<file path="src/design/ibfr_pkg.sv">
// ============================================================================
// ibfr_pkg: shared types and constants for the serial frame receiver
// Frame layout, field widths and the command/status bundles between the
// controller and the datapath.
// ============================================================================
`default_nettype none

package ibfr_pkg;

    localparam int CHANNELS   = 14;
    localparam int POS_W      = 5;
    localparam int IDX_W      = 4;
    localparam int VAL_W      = 16;
    localparam int BYTE_W     = 8;
    localparam int S_TDATA_W  = 8;
    localparam int M_TDATA_W  = 24;

    localparam logic [BYTE_W-1:0] HDR0     = 8'h20;
    localparam logic [BYTE_W-1:0] HDR1     = 8'h40;
    localparam logic [VAL_W-1:0]  SUM_INIT = 16'hFFFF;

    localparam logic [POS_W-1:0] POS_HUNT   = 5'd0;
    localparam logic [POS_W-1:0] POS_HDR1   = 5'd1;
    localparam logic [POS_W-1:0] DATA_START = 5'd2;
    localparam logic [POS_W-1:0] CSUM_LO    = POS_W'(2 + 2 * CHANNELS);
    localparam logic [POS_W-1:0] CSUM_HI    = POS_W'(3 + 2 * CHANNELS);
    localparam logic [IDX_W-1:0] LAST_CH    = IDX_W'(CHANNELS - 1);

    typedef struct packed {
        logic rx_en;
        logic rd_clr;
        logic rd_inc;
        logic ld_chan;
        logic ld_err;
    } ibfr_cmd_t;

    typedef struct packed {
        logic frame_end;
        logic csum_ok;
        logic out_last;
    } ibfr_sts_t;

endpackage

`default_nettype wire

</file>
<file path="src/design/ibus_frame_receiver.sv">
// After the checksum high byte the first result shows in the next cycle on a
// mismatch, and after the store read and load states on a match.
// Throughput: one byte per cycle within a frame; each of a good frame's 14
// results takes a store read, a load and a present step, the last held while
// m_tready is low, with input held off meanwhile. Reset clears position,
// checksum and control; the channel store is not cleared.
// ============================================================================
// ibus_frame_receiver: serial byte stream frame decoder
// Hunts for the frame header, collects little-endian channel words, checks
// the frame checksum and emits every channel or one error result.
// ============================================================================
`default_nettype none

module ibus_frame_receiver import ibfr_pkg::*; (
    input  wire logic                 aclk,
    input  wire logic                 aresetn,
    input  wire logic                 s_tvalid,
    output logic                      s_tready,
    input  wire logic [S_TDATA_W-1:0] s_tdata,   // [7:0] rx_byte
    output logic                      m_tvalid,
    input  wire logic                 m_tready,
    output logic      [M_TDATA_W-1:0] m_tdata,   // [3:0] channel_index, [19:4] channel_value
    output logic                      m_tuser,   // [0] status
    output logic                      m_tlast
);

    ibfr_cmd_t        cmd;
    ibfr_sts_t        sts;
    logic             out_err;
    logic [IDX_W-1:0] out_idx;
    logic [VAL_W-1:0] out_val;
    logic             out_last;

    ibfr_ctrl u_ctrl (
        .aclk     (aclk),
        .aresetn  (aresetn),
        .s_tvalid (s_tvalid),
        .s_tready (s_tready),
        .m_tvalid (m_tvalid),
        .m_tready (m_tready),
        .sts      (sts),
        .cmd      (cmd)
    );

    ibfr_dp u_dp (
        .aclk     (aclk),
        .aresetn  (aresetn),
        .rx_byte  (s_tdata),
        .cmd      (cmd),
        .sts      (sts),
        .out_err  (out_err),
        .out_idx  (out_idx),
        .out_val  (out_val),
        .out_last (out_last)
    );

    assign m_tdata = {(M_TDATA_W - IDX_W - VAL_W)'(0), out_val, out_idx};
    assign m_tuser = out_err;
    assign m_tlast = out_last;

`ifndef SYNTHESIS
    a_no_overlap: assert property (@(posedge aclk) disable iff (!aresetn)
        m_tvalid |-> !s_tready)
        else $error("input taken while a result is pending");

    a_err_last: assert property (@(posedge aclk) disable iff (!aresetn)
        (m_tvalid && m_tuser) |-> (m_tlast && m_tdata == '0))
        else $error("error result not a cleared last transaction");

    a_last_index: assert property (@(posedge aclk) disable iff (!aresetn)
        (m_tvalid && !m_tuser) |-> (m_tlast == (m_tdata[IDX_W-1:0] == LAST_CH)))
        else $error("last mark does not match final channel");

    a_resume: assert property (@(posedge aclk) disable iff (!aresetn)
        (m_tvalid && m_tready && m_tlast) |=> (s_tready && !m_tvalid))
        else $error("input not resumed after frame readout");
`endif

endmodule

`default_nettype wire

</file>
<file path="src/design/ibfr_ram.sv">
// ============================================================================
// ibfr_ram: generic simple dual-port RAM
// One write port, one read port with registered read data.
// ============================================================================
`default_nettype none

module ibfr_ram #(
    parameter int WIDTH = 16,
    parameter int DEPTH = 16
) (
    input  wire logic                     clk,
    input  wire logic                     we,
    input  wire logic [$clog2(DEPTH)-1:0] waddr,
    input  wire logic [WIDTH-1:0]         wdata,
    input  wire logic [$clog2(DEPTH)-1:0] raddr,
    output logic      [WIDTH-1:0]         rdata
);

    logic [WIDTH-1:0] mem [DEPTH];

    always_ff @(posedge clk) begin
        if (we) begin
            mem[waddr] <= wdata;
        end
        rdata <= mem[raddr];
    end

endmodule

`default_nettype wire

</file>
<file path="src/design/ibfr_dp.sv">
// ============================================================================
// ibfr_dp: receiver datapath
// Frame position, running checksum, low byte hold, channel store, readout
// index and the result register.
// ============================================================================
`default_nettype none

module ibfr_dp import ibfr_pkg::*; (
    input  wire logic                  aclk,
    input  wire logic                  aresetn,
    input  wire logic [BYTE_W-1:0]     rx_byte,
    input  wire ibfr_cmd_t             cmd,
    output ibfr_sts_t                  sts,
    output logic                       out_err,
    output logic      [IDX_W-1:0]      out_idx,
    output logic      [VAL_W-1:0]      out_val,
    output logic                       out_last
);

    logic [POS_W-1:0]  pos_reg, pos_next;
    logic [VAL_W-1:0]  sum_reg, sum_next;
    logic [BYTE_W-1:0] hold_reg, hold_next;
    logic [IDX_W-1:0]  rd_idx_reg, rd_idx_next;
    logic              out_err_reg, out_err_next;
    logic [IDX_W-1:0]  out_idx_reg, out_idx_next;
    logic [VAL_W-1:0]  out_val_reg, out_val_next;
    logic              out_last_reg, out_last_next;

    logic [POS_W-1:0]  off;
    logic              we;
    logic [IDX_W-1:0]  waddr;
    logic [VAL_W-1:0]  wdata;
    logic [VAL_W-1:0]  rdata;

    assign off   = pos_reg - DATA_START;
    assign waddr = off[POS_W-1:1];
    assign wdata = {rx_byte, hold_reg};

    always_comb begin
        pos_next  = pos_reg;
        sum_next  = sum_reg;
        hold_next = hold_reg;
        we        = 1'b0;
        if (cmd.rx_en) begin
            if (pos_reg == POS_HUNT) begin
                if (rx_byte == HDR0) begin
                    sum_next = SUM_INIT - {8'h00, HDR0};
                    pos_next = POS_HDR1;
                end
            end else if (pos_reg == POS_HDR1) begin
                if (rx_byte == HDR1) begin
                    sum_next = sum_reg - {8'h00, HDR1};
                    pos_next = DATA_START;
                end else begin
                    pos_next = POS_HUNT;
                end
            end else if (pos_reg < CSUM_LO) begin
                sum_next = sum_reg - {8'h00, rx_byte};
                if (!off[0]) begin
                    hold_next = rx_byte;
                end else begin
                    we = 1'b1;
                end
                pos_next = pos_reg + POS_W'(1);
            end else if (pos_reg == CSUM_LO) begin
                hold_next = rx_byte;
                pos_next  = pos_reg + POS_W'(1);
            end else begin
                pos_next = POS_HUNT;
            end
        end
    end

    always_comb begin
        rd_idx_next = rd_idx_reg;
        if (cmd.rd_clr) begin
            rd_idx_next = '0;
        end else if (cmd.rd_inc) begin
            rd_idx_next = rd_idx_reg + IDX_W'(1);
        end
    end

    always_comb begin
        out_err_next  = out_err_reg;
        out_idx_next  = out_idx_reg;
        out_val_next  = out_val_reg;
        out_last_next = out_last_reg;
        if (cmd.ld_err) begin
            out_err_next  = 1'b1;
            out_idx_next  = '0;
            out_val_next  = '0;
            out_last_next = 1'b1;
        end else if (cmd.ld_chan) begin
            out_err_next  = 1'b0;
            out_idx_next  = rd_idx_reg;
            out_val_next  = rdata;
            out_last_next = (rd_idx_reg == LAST_CH);
        end
    end

    always_ff @(posedge aclk) begin
        if (!aresetn) begin
            pos_reg      <= POS_HUNT;
            sum_reg      <= SUM_INIT;
            hold_reg     <= '0;
            rd_idx_reg   <= '0;
            out_last_reg <= 1'b0;
        end else begin
            pos_reg      <= pos_next;
            sum_reg      <= sum_next;
            hold_reg     <= hold_next;
            rd_idx_reg   <= rd_idx_next;
            out_last_reg <= out_last_next;
        end
    end

    always_ff @(posedge aclk) begin
        out_err_reg <= out_err_next;
        out_idx_reg <= out_idx_next;
        out_val_reg <= out_val_next;
    end

    ibfr_ram #(
        .WIDTH (VAL_W),
        .DEPTH (CHANNELS)
    ) u_store (
        .clk   (aclk),
        .we    (we),
        .waddr (waddr),
        .wdata (wdata),
        .raddr (rd_idx_reg),
        .rdata (rdata)
    );

    assign sts.frame_end = (pos_reg == CSUM_HI);
    assign sts.csum_ok   = ({rx_byte, hold_reg} == sum_reg);
    assign sts.out_last  = out_last_reg;

    assign out_err  = out_err_reg;
    assign out_idx  = out_idx_reg;
    assign out_val  = out_val_reg;
    assign out_last = out_last_reg;

endmodule

`default_nettype wire

</file>
<file path="src/design/ibfr_ctrl.sv">
// ============================================================================
// ibfr_ctrl: receiver controller
// Takes bytes, and at frame end either loads an error result or sequences
// the channel readout one store read per result.
// ============================================================================
`default_nettype none

module ibfr_ctrl import ibfr_pkg::*; (
    input  wire logic      aclk,
    input  wire logic      aresetn,
    input  wire logic      s_tvalid,
    output logic           s_tready,
    output logic           m_tvalid,
    input  wire logic      m_tready,
    input  wire ibfr_sts_t sts,
    output ibfr_cmd_t      cmd
);

    localparam logic [1:0] ST_RX  = 2'd0;
    localparam logic [1:0] ST_RD  = 2'd1;
    localparam logic [1:0] ST_LD  = 2'd2;
    localparam logic [1:0] ST_OUT = 2'd3;

    logic [1:0] state_reg, state_next;

    always_comb begin
        state_next = state_reg;
        cmd        = '0;
        s_tready   = 1'b0;
        m_tvalid   = 1'b0;
        unique case (state_reg)
            ST_RX: begin
                s_tready = 1'b1;
                if (s_tvalid) begin
                    cmd.rx_en = 1'b1;
                    if (sts.frame_end) begin
                        if (sts.csum_ok) begin
                            cmd.rd_clr = 1'b1;
                            state_next = ST_RD;
                        end else begin
                            cmd.ld_err = 1'b1;
                            state_next = ST_OUT;
                        end
                    end
                end
            end
            ST_RD: begin
                state_next = ST_LD;
            end
            ST_LD: begin
                cmd.ld_chan = 1'b1;
                state_next  = ST_OUT;
            end
            ST_OUT: begin
                m_tvalid = 1'b1;
                if (m_tready) begin
                    if (sts.out_last) begin
                        state_next = ST_RX;
                    end else begin
                        cmd.rd_inc = 1'b1;
                        state_next = ST_RD;
                    end
                end
            end
            default: begin
                state_next = ST_RX;
            end
        endcase
    end

    always_ff @(posedge aclk) begin
        if (!aresetn) begin
            state_reg <= ST_RX;
        end else begin
            state_reg <= state_next;
        end
    end

endmodule

`default_nettype wire

</file>
<file path="config.mk">
export PLATFORM = sky130hd
export DESIGN_NAME = ibus_frame_receiver
export DESIGN_NICKNAME = d
export VERILOG_FILES = /design/src/design/ibfr_pkg.sv /design/src/design/ibus_frame_receiver.sv /design/src/design/ibfr_ram.sv /design/src/design/ibfr_dp.sv /design/src/design/ibfr_ctrl.sv
export SDC_FILE = /design/constraint.sdc
export NUM_CORES = 1
export LEC_CHECK = 0
export ABC_AREA = 1
export BUFFER_PORTS_ARGS = -buffer_cell sky130_fd_sc_hd__buf_2
export CAP_MARGIN = 0
export CORE_MARGIN = 2
export CORE_UTILIZATION = 35
export DETAILED_ROUTE_END_ITERATION = 10
export PLACE_DENSITY_LB_ADDON = 0.05
export SETUP_SLACK_MARGIN = 0.2
export SLEW_MARGIN = 20
export SYNTH_ARGS = -nofsm -noshare
export SYNTH_HDL_FRONTEND = slang
export SYNTH_HIERARCHICAL = 1
export SYNTH_SLANG_ARGS = --single-unit
</file>
<file path="constraint.sdc">
create_clock -name aclk -period 2.63 [get_ports aclk]
set_clock_uncertainty 0.05 [all_clocks]
set_input_delay 0.3945 -clock aclk [delete_from_list [all_inputs] [get_ports aclk]]
set_output_delay 0.3945 -clock aclk [all_outputs]
set_load 0.01 [all_outputs]
</file>
# Word level (Yosys, flattened, before mapping)
# Memory sizes are Yosys's and may differ from the RTL's. A register that Yosys moved wholly into a read port is not among the register bits.
# Cells that the tools add are included.
# classes
n_eq_ne	16
muxes	43
mul	0
div_mod_pow	0
bitwise_logic	3
shift	0
add_sub_neg	5
magnitude_cmp	1
n_reduce_logical	10
# op_table
op	count
2-to-1 mux 16 bit	5
2-to-1 mux 5 bit	5
2-to-1 mux 8 bit	3
2-to-1 mux 1 bit	22
== test 16 bit	1
subtractor 16 x 7 -> 16 bit (second input constant)	1
subtractor 16 x 8 -> 16 bit	1
2-to-1 mux 2 bit	7
== test 5 bit (second input constant)	2
!= test 2 bit (second input constant)	5
== test 8 x 6 -> 1 bit (second input constant)	1
== test 8 x 7 -> 1 bit (second input constant)	1
one-hot mux 2 bit (4 select lines)	1
adder 5 x 1 -> 5 bit (second input constant)	1
== test 5 x 1 -> 1 bit (second input constant)	1
zero test 5 bit	1
< comparator 5 bit (second input constant)	1
AND reduction 5 bit	1
subtractor 5 x 2 -> 5 bit (second input constant)	1
adder 4 x 1 -> 4 bit (second input constant)	1
== test 2 bit (second input constant)	2
== test 4 bit (second input constant)	1
AND reduction 4 bit	1
nonzero test 2 bit	2
other kinds (8)	10
# totals
ram_bits	224
mem_bits_ro	0
out_inout_bits	28
register_bits	57
in_bits	12
word_cells	88
n_memories	1
latch_bits	0
# memory_table
name	words	width	rd	rd_ports_with_merged_regs	wr	line_no	text
u_dp.u_store.mem	14	16	1	1	1	ibfr_ram.sv:19	logic [WIDTH-1:0] mem [DEPTH];

# Longest topological paths before layout
# logic_depth
ltp_word	8
mapped_depth	13
mapped_depth_nobuf	13

# Hierarchy
# Netlist, hierarchy kept.
# by_module_without_submodules
module	n_inst	area_each_um2	cells_each
ibfr_ram	1	9739.3	879
ibfr_dp	1	3305.7	479
ibfr_ctrl	1	222.7	34
ibus_frame_receiver	1	33.8	5

# Worst setup path before layout
# OpenSTA, ideal clock, no wires.
# synth_path
kind	register to register
from	register u_dp.pos_reg[1]
to	memory u_dp.u_store.mem[10][0], enable pin
stages_incl_launch_ff	10
path_slack_ns	-0.063
arrival_time_ns	2.255
path_cell_list	dfxtp_1 -> inv_1 -> ha_1 -> nand2_1 -> nor2_4 -> nor2_4 -> inv_1 -> nor3_1 -> nand3b_1 -> nor2_1
# synth_rtl
item	line_no	text
start: declaration	ibfr_dp.sv:20	logic [POS_W-1:0] pos_reg, pos_next;
start signal: assignment	ibfr_dp.sv:109	pos_reg <= pos_next;
subtractor 5 x 2 -> 5 bit	ibfr_dp.sv:35	assign off = pos_reg - DATA_START;
named net u_dp.off[1]	ibfr_dp.sv:29	logic [POS_W-1:0] off;
end: declaration	ibfr_ram.sv:19	
# The timed path passes the listed nets, and every way through them passes these cells.

# Final worst setup path
# layout_path
from	register u_dp.pos_reg[1]
to	memory u_dp.u_store.mem[13][1], enable pin
# The elaborated chain is that of the path after synthesis.

==> flow_metrics.tcl <==
set metrics [dict create \
    drv_slew 0 \
    status "completed" \
    rsz0062_at_grt "false" \
    min_path_cells 1 \
    largest_register "u_dp/u_store/mem" \
    clkTransAtPathRegs_ns 0.06 \
    synth_top_area_share_pct 50.6 \
    cts_hold_buf 0 \
    path_max_fanout 6 \
    htree_levels 2 \
    cts_tree "done" \
    grt.total_usage_pct 19.6 \
    vias 9448 \
    clkPwrFrac_pct 36.4 \
    sequentialPowerShare_pct 44.5 \
    clockRootBuffer "clkbuf_16" \
    hold-path-endpoint "u_dp/u_store/mem[7][11]" \
    hold_viol 0 \
    synth_cell_types 42 \
    tightest_slew_ns 0.642 \
    power_density_nw_per_um2 801 \
    yosys_most_used_dff "edfxtp_1" \
    nets 1518 \
    hold_path.startpoint "s_tdata[3]" \
    finalSetupTns_ns 0 \
    post-route-min-period_ns 2.30 \
    largest_reg_flops 224 \
    ant_nets 0 \
    synth_edf_count 224 \
    period_share_pct 87.5 \
    p_sw_mw 3.76 \
    r2r_start "u_dp/pos_reg[1]" \
    r2r_cells 11 \
    die_area_um2 39600 \
    dp_hpwl_mm 24.3 \
    core-area_um2 37600 \
    p_leak_nw 6.63 \
    ff2ff_setup_slack_ns 0.33 \
    final_layout_size_suffix_gt1_share_pct 13.3 \
    setup_viol 0 \
    p_comb_share_pct 19.1 \
    ys_ff_latch 297 \
    yosysMostFrequentCell "nand2_1" \
    critPathKind "reg -> reg" \
    max-slew-margin-rel_pct 57.2 \
    yosysTopAreaCell "edfxtp_1" \
    syn-cell-area_um2 13300 \
    post_drt_wl_per_cell_um 18.7 \
    dr.first_iter.drc_count 528 \
    start_util_pct 35.4 \
    syn_to_final_growth_pct 18.1 \
    critPathRequiredTime_ns 2.81 \
    overflow 0 \
    netlist_top_cells_area "edfxtp_1 (51%), nand2_1 (12%), dfxtp_1 (11%)" \
    synthTopCellsByCount "nand2_1 (428), edfxtp_1 (224), inv_1 (163)" \
    io_buffers 35 \
    cts.sinks 297 \
    ys_warn_count 6 \
    avgSynthCellArea_um2 9.52 \
    io_pins 40 \
    drv_cap 0 \
    cts_buffer_depth 3 \
    die_w_um 199 \
    multi_input_comb_area_um2 4260 \
    cp-end-kind "register" \
    dr.pass1.iters 5 \
    swShare_pct 29.9 \
    drc_errors 0 \
    yosysSeqAreaShare_pct 61.6 \
    layout.area.seq_um2 8200 \
    cp.arrival_ns 2.48 \
    fmax_mhz 435 \
    clk_latency_ns 0.53 \
    cts_buffers 36 \
    rows 71 \
    grt_pass1_wl_mm 57.1 \
    die_h_um 199 \
    total_power_mw 12.6 \
    fillers 3745 \
    vias_per_cell 4.68 \
    diodes 0 \
    async_reset_ff_share_pct 0 \
    grt_pass1_vias 9147 \
    antenna_found_initial 1 \
    p_int_mw 8.83 \
    hold_class "in -> reg" \
    critPathLaunchType "register" \
    grt_start_max_net_pins 93 \
    irDropWorstVdd_mv 0.386 \
    worstReg2RegEnd "u_dp/u_store/mem[13][1]" \
    synthCells 1397 \
    place_congestion 0.827 \
    drt-total-wl_mm 37.9 \
]
-- layout make-up --
cell class                      count  share of cell area (%)
Clock inverter                     16                   0.661
Multi-Input combinational cell    877                    27.1
Timing Repair Buffer              101                    5.72
Inverter                          169                    4.05
Clock buffer                       49                    6.24
Sequential cell                   297                    52.2
Tap cell                          511                    4.07
-- metal layers --
metal  vias to the layer above  routed length (µm)  track usage [%]
met5                         -                   0                0
met4                         0                 866             5.78
met3                        49                1440             2.83
met2                       164               18300             33.2
met1                      4497               17200             26.1
li1                       4738                   -                -
-- power groups by stage --
| stage | Clock, mW | Sequential, mW | Combinational [mW] |
|---|---|---|---|
| after global placement | 0 | 5.69 | 2.42 |
| after global routing | 4.91 | 5.64 | 2.72 |
| after detailed placement | 0 | 5.70 | 2.42 |
| final | 4.59 | 5.60 | 2.40 |
| after CTS | 4.73 | 5.60 | 2.45 |
| after floorplan | 0 | 5.80 | 1.43 |
-- logic make-up (layout without fill, tap and decap cells) --
| group | count (synthesis) | in the layout | synth area share, % |
|---|---|---|---|
| AO/OA/AOI/OAI | 119 | 119 | 4.70 |
| XOR/XNOR | 17 | 17 | 1.12 |
| adder cells (fa/ha/maj) | 24 | 24 | 2.31 |
| buffers and inverters | 226 | 335 | 7.37 |
| flip-flops | 297 | 297 | 61.6 |
| other | 1 | 4 | 0.0282 |
| AND/OR/NAND/NOR | 713 | 713 | 22.9 |
-- stage by stage --
stage | hold slack (ns) | utilization [%] | instances | cell area [µm²] | setup slack [ns]
floorplan | 0.381 | - | 1400 | 13400 | 0.0807
global route | 0.0610 | 41.8 | 2020 | 15700 | 0.201
global placement | 0.378 | 38.5 | 1948 | 14400 | 0.0669
finish | 0.0862 | 41.8 | 2020 | 15700 | 0.329
CTS | 0.0690 | 41.6 | 2018 | 15600 | 0.248
detailed placement | 0.383 | 38.5 | 1948 | 14400 | 0.0336
-- critical path, stage by stage, from the launching register on --
cell	delay, ns
dfxtp_4	0.36
inv_1	0.07
ha_1	0.22
nand2_1	0.11
nor2_4	0.08
nor2_4	0.09
inv_2	0.06
nor3_4	0.23
buf_6	0.15
nand3_2	0.12
nor2_4	0.25
buf_8	0.19
-- what timing repair did --
| item | in CTS | in global routing |
|---|---|---|
| setup endpoints to repair | 224 | 112 |
| pin swaps | 3 | 3 |
| cloned | 1 | 2 |
| buffers inserted | 4 | 0 |
| gates resized for setup | 11 | 18 |
-- placed cells by master (no fill, tap or decap), types with 6 or more instances in the layout --
master,netlist,final
clkbuf_16,0,36
buf_4,9,41
dfxtp_1,73,70
clkinv_1,1,9
nand2_1,428,427
nor2_4,5,15
nor2_1,91,77
inv_2,4,6
ha_1,23,22
edfxtp_1,224,224
nand4_1,11,11
buf_12,0,12
xor2_1,11,10
buf_6,7,10
o21ai_0,44,44
inv_1,163,161
nand3_1,149,148
nand2_2,6,7
xnor2_1,6,6
clkbuf_1,12,8
a21oi_1,56,56
o21ai_1,10,10
buf_2,26,35
-- worst max path at each step --
stage,depth (start not counted),endpoint,startpoint
2_1_floorplan,9,u_dp/u_store/mem[0][0],u_dp/pos_reg[1]
3_3_place_gp,10,u_dp/u_store/mem[1][5],u_dp/pos_reg[1]
3_5_place_dp,10,u_dp/u_store/mem[1][7],u_dp/pos_reg[1]
4_1_cts,11,u_dp/u_store/mem[13][1],u_dp/pos_reg[1]
5_1_grt,11,u_dp/u_store/mem[8][14],u_dp/pos_reg[1]
6_report,11,u_dp/u_store/mem[13][1],u_dp/pos_reg[1]
No activity file was read; power rests on OpenSTA's default activity.
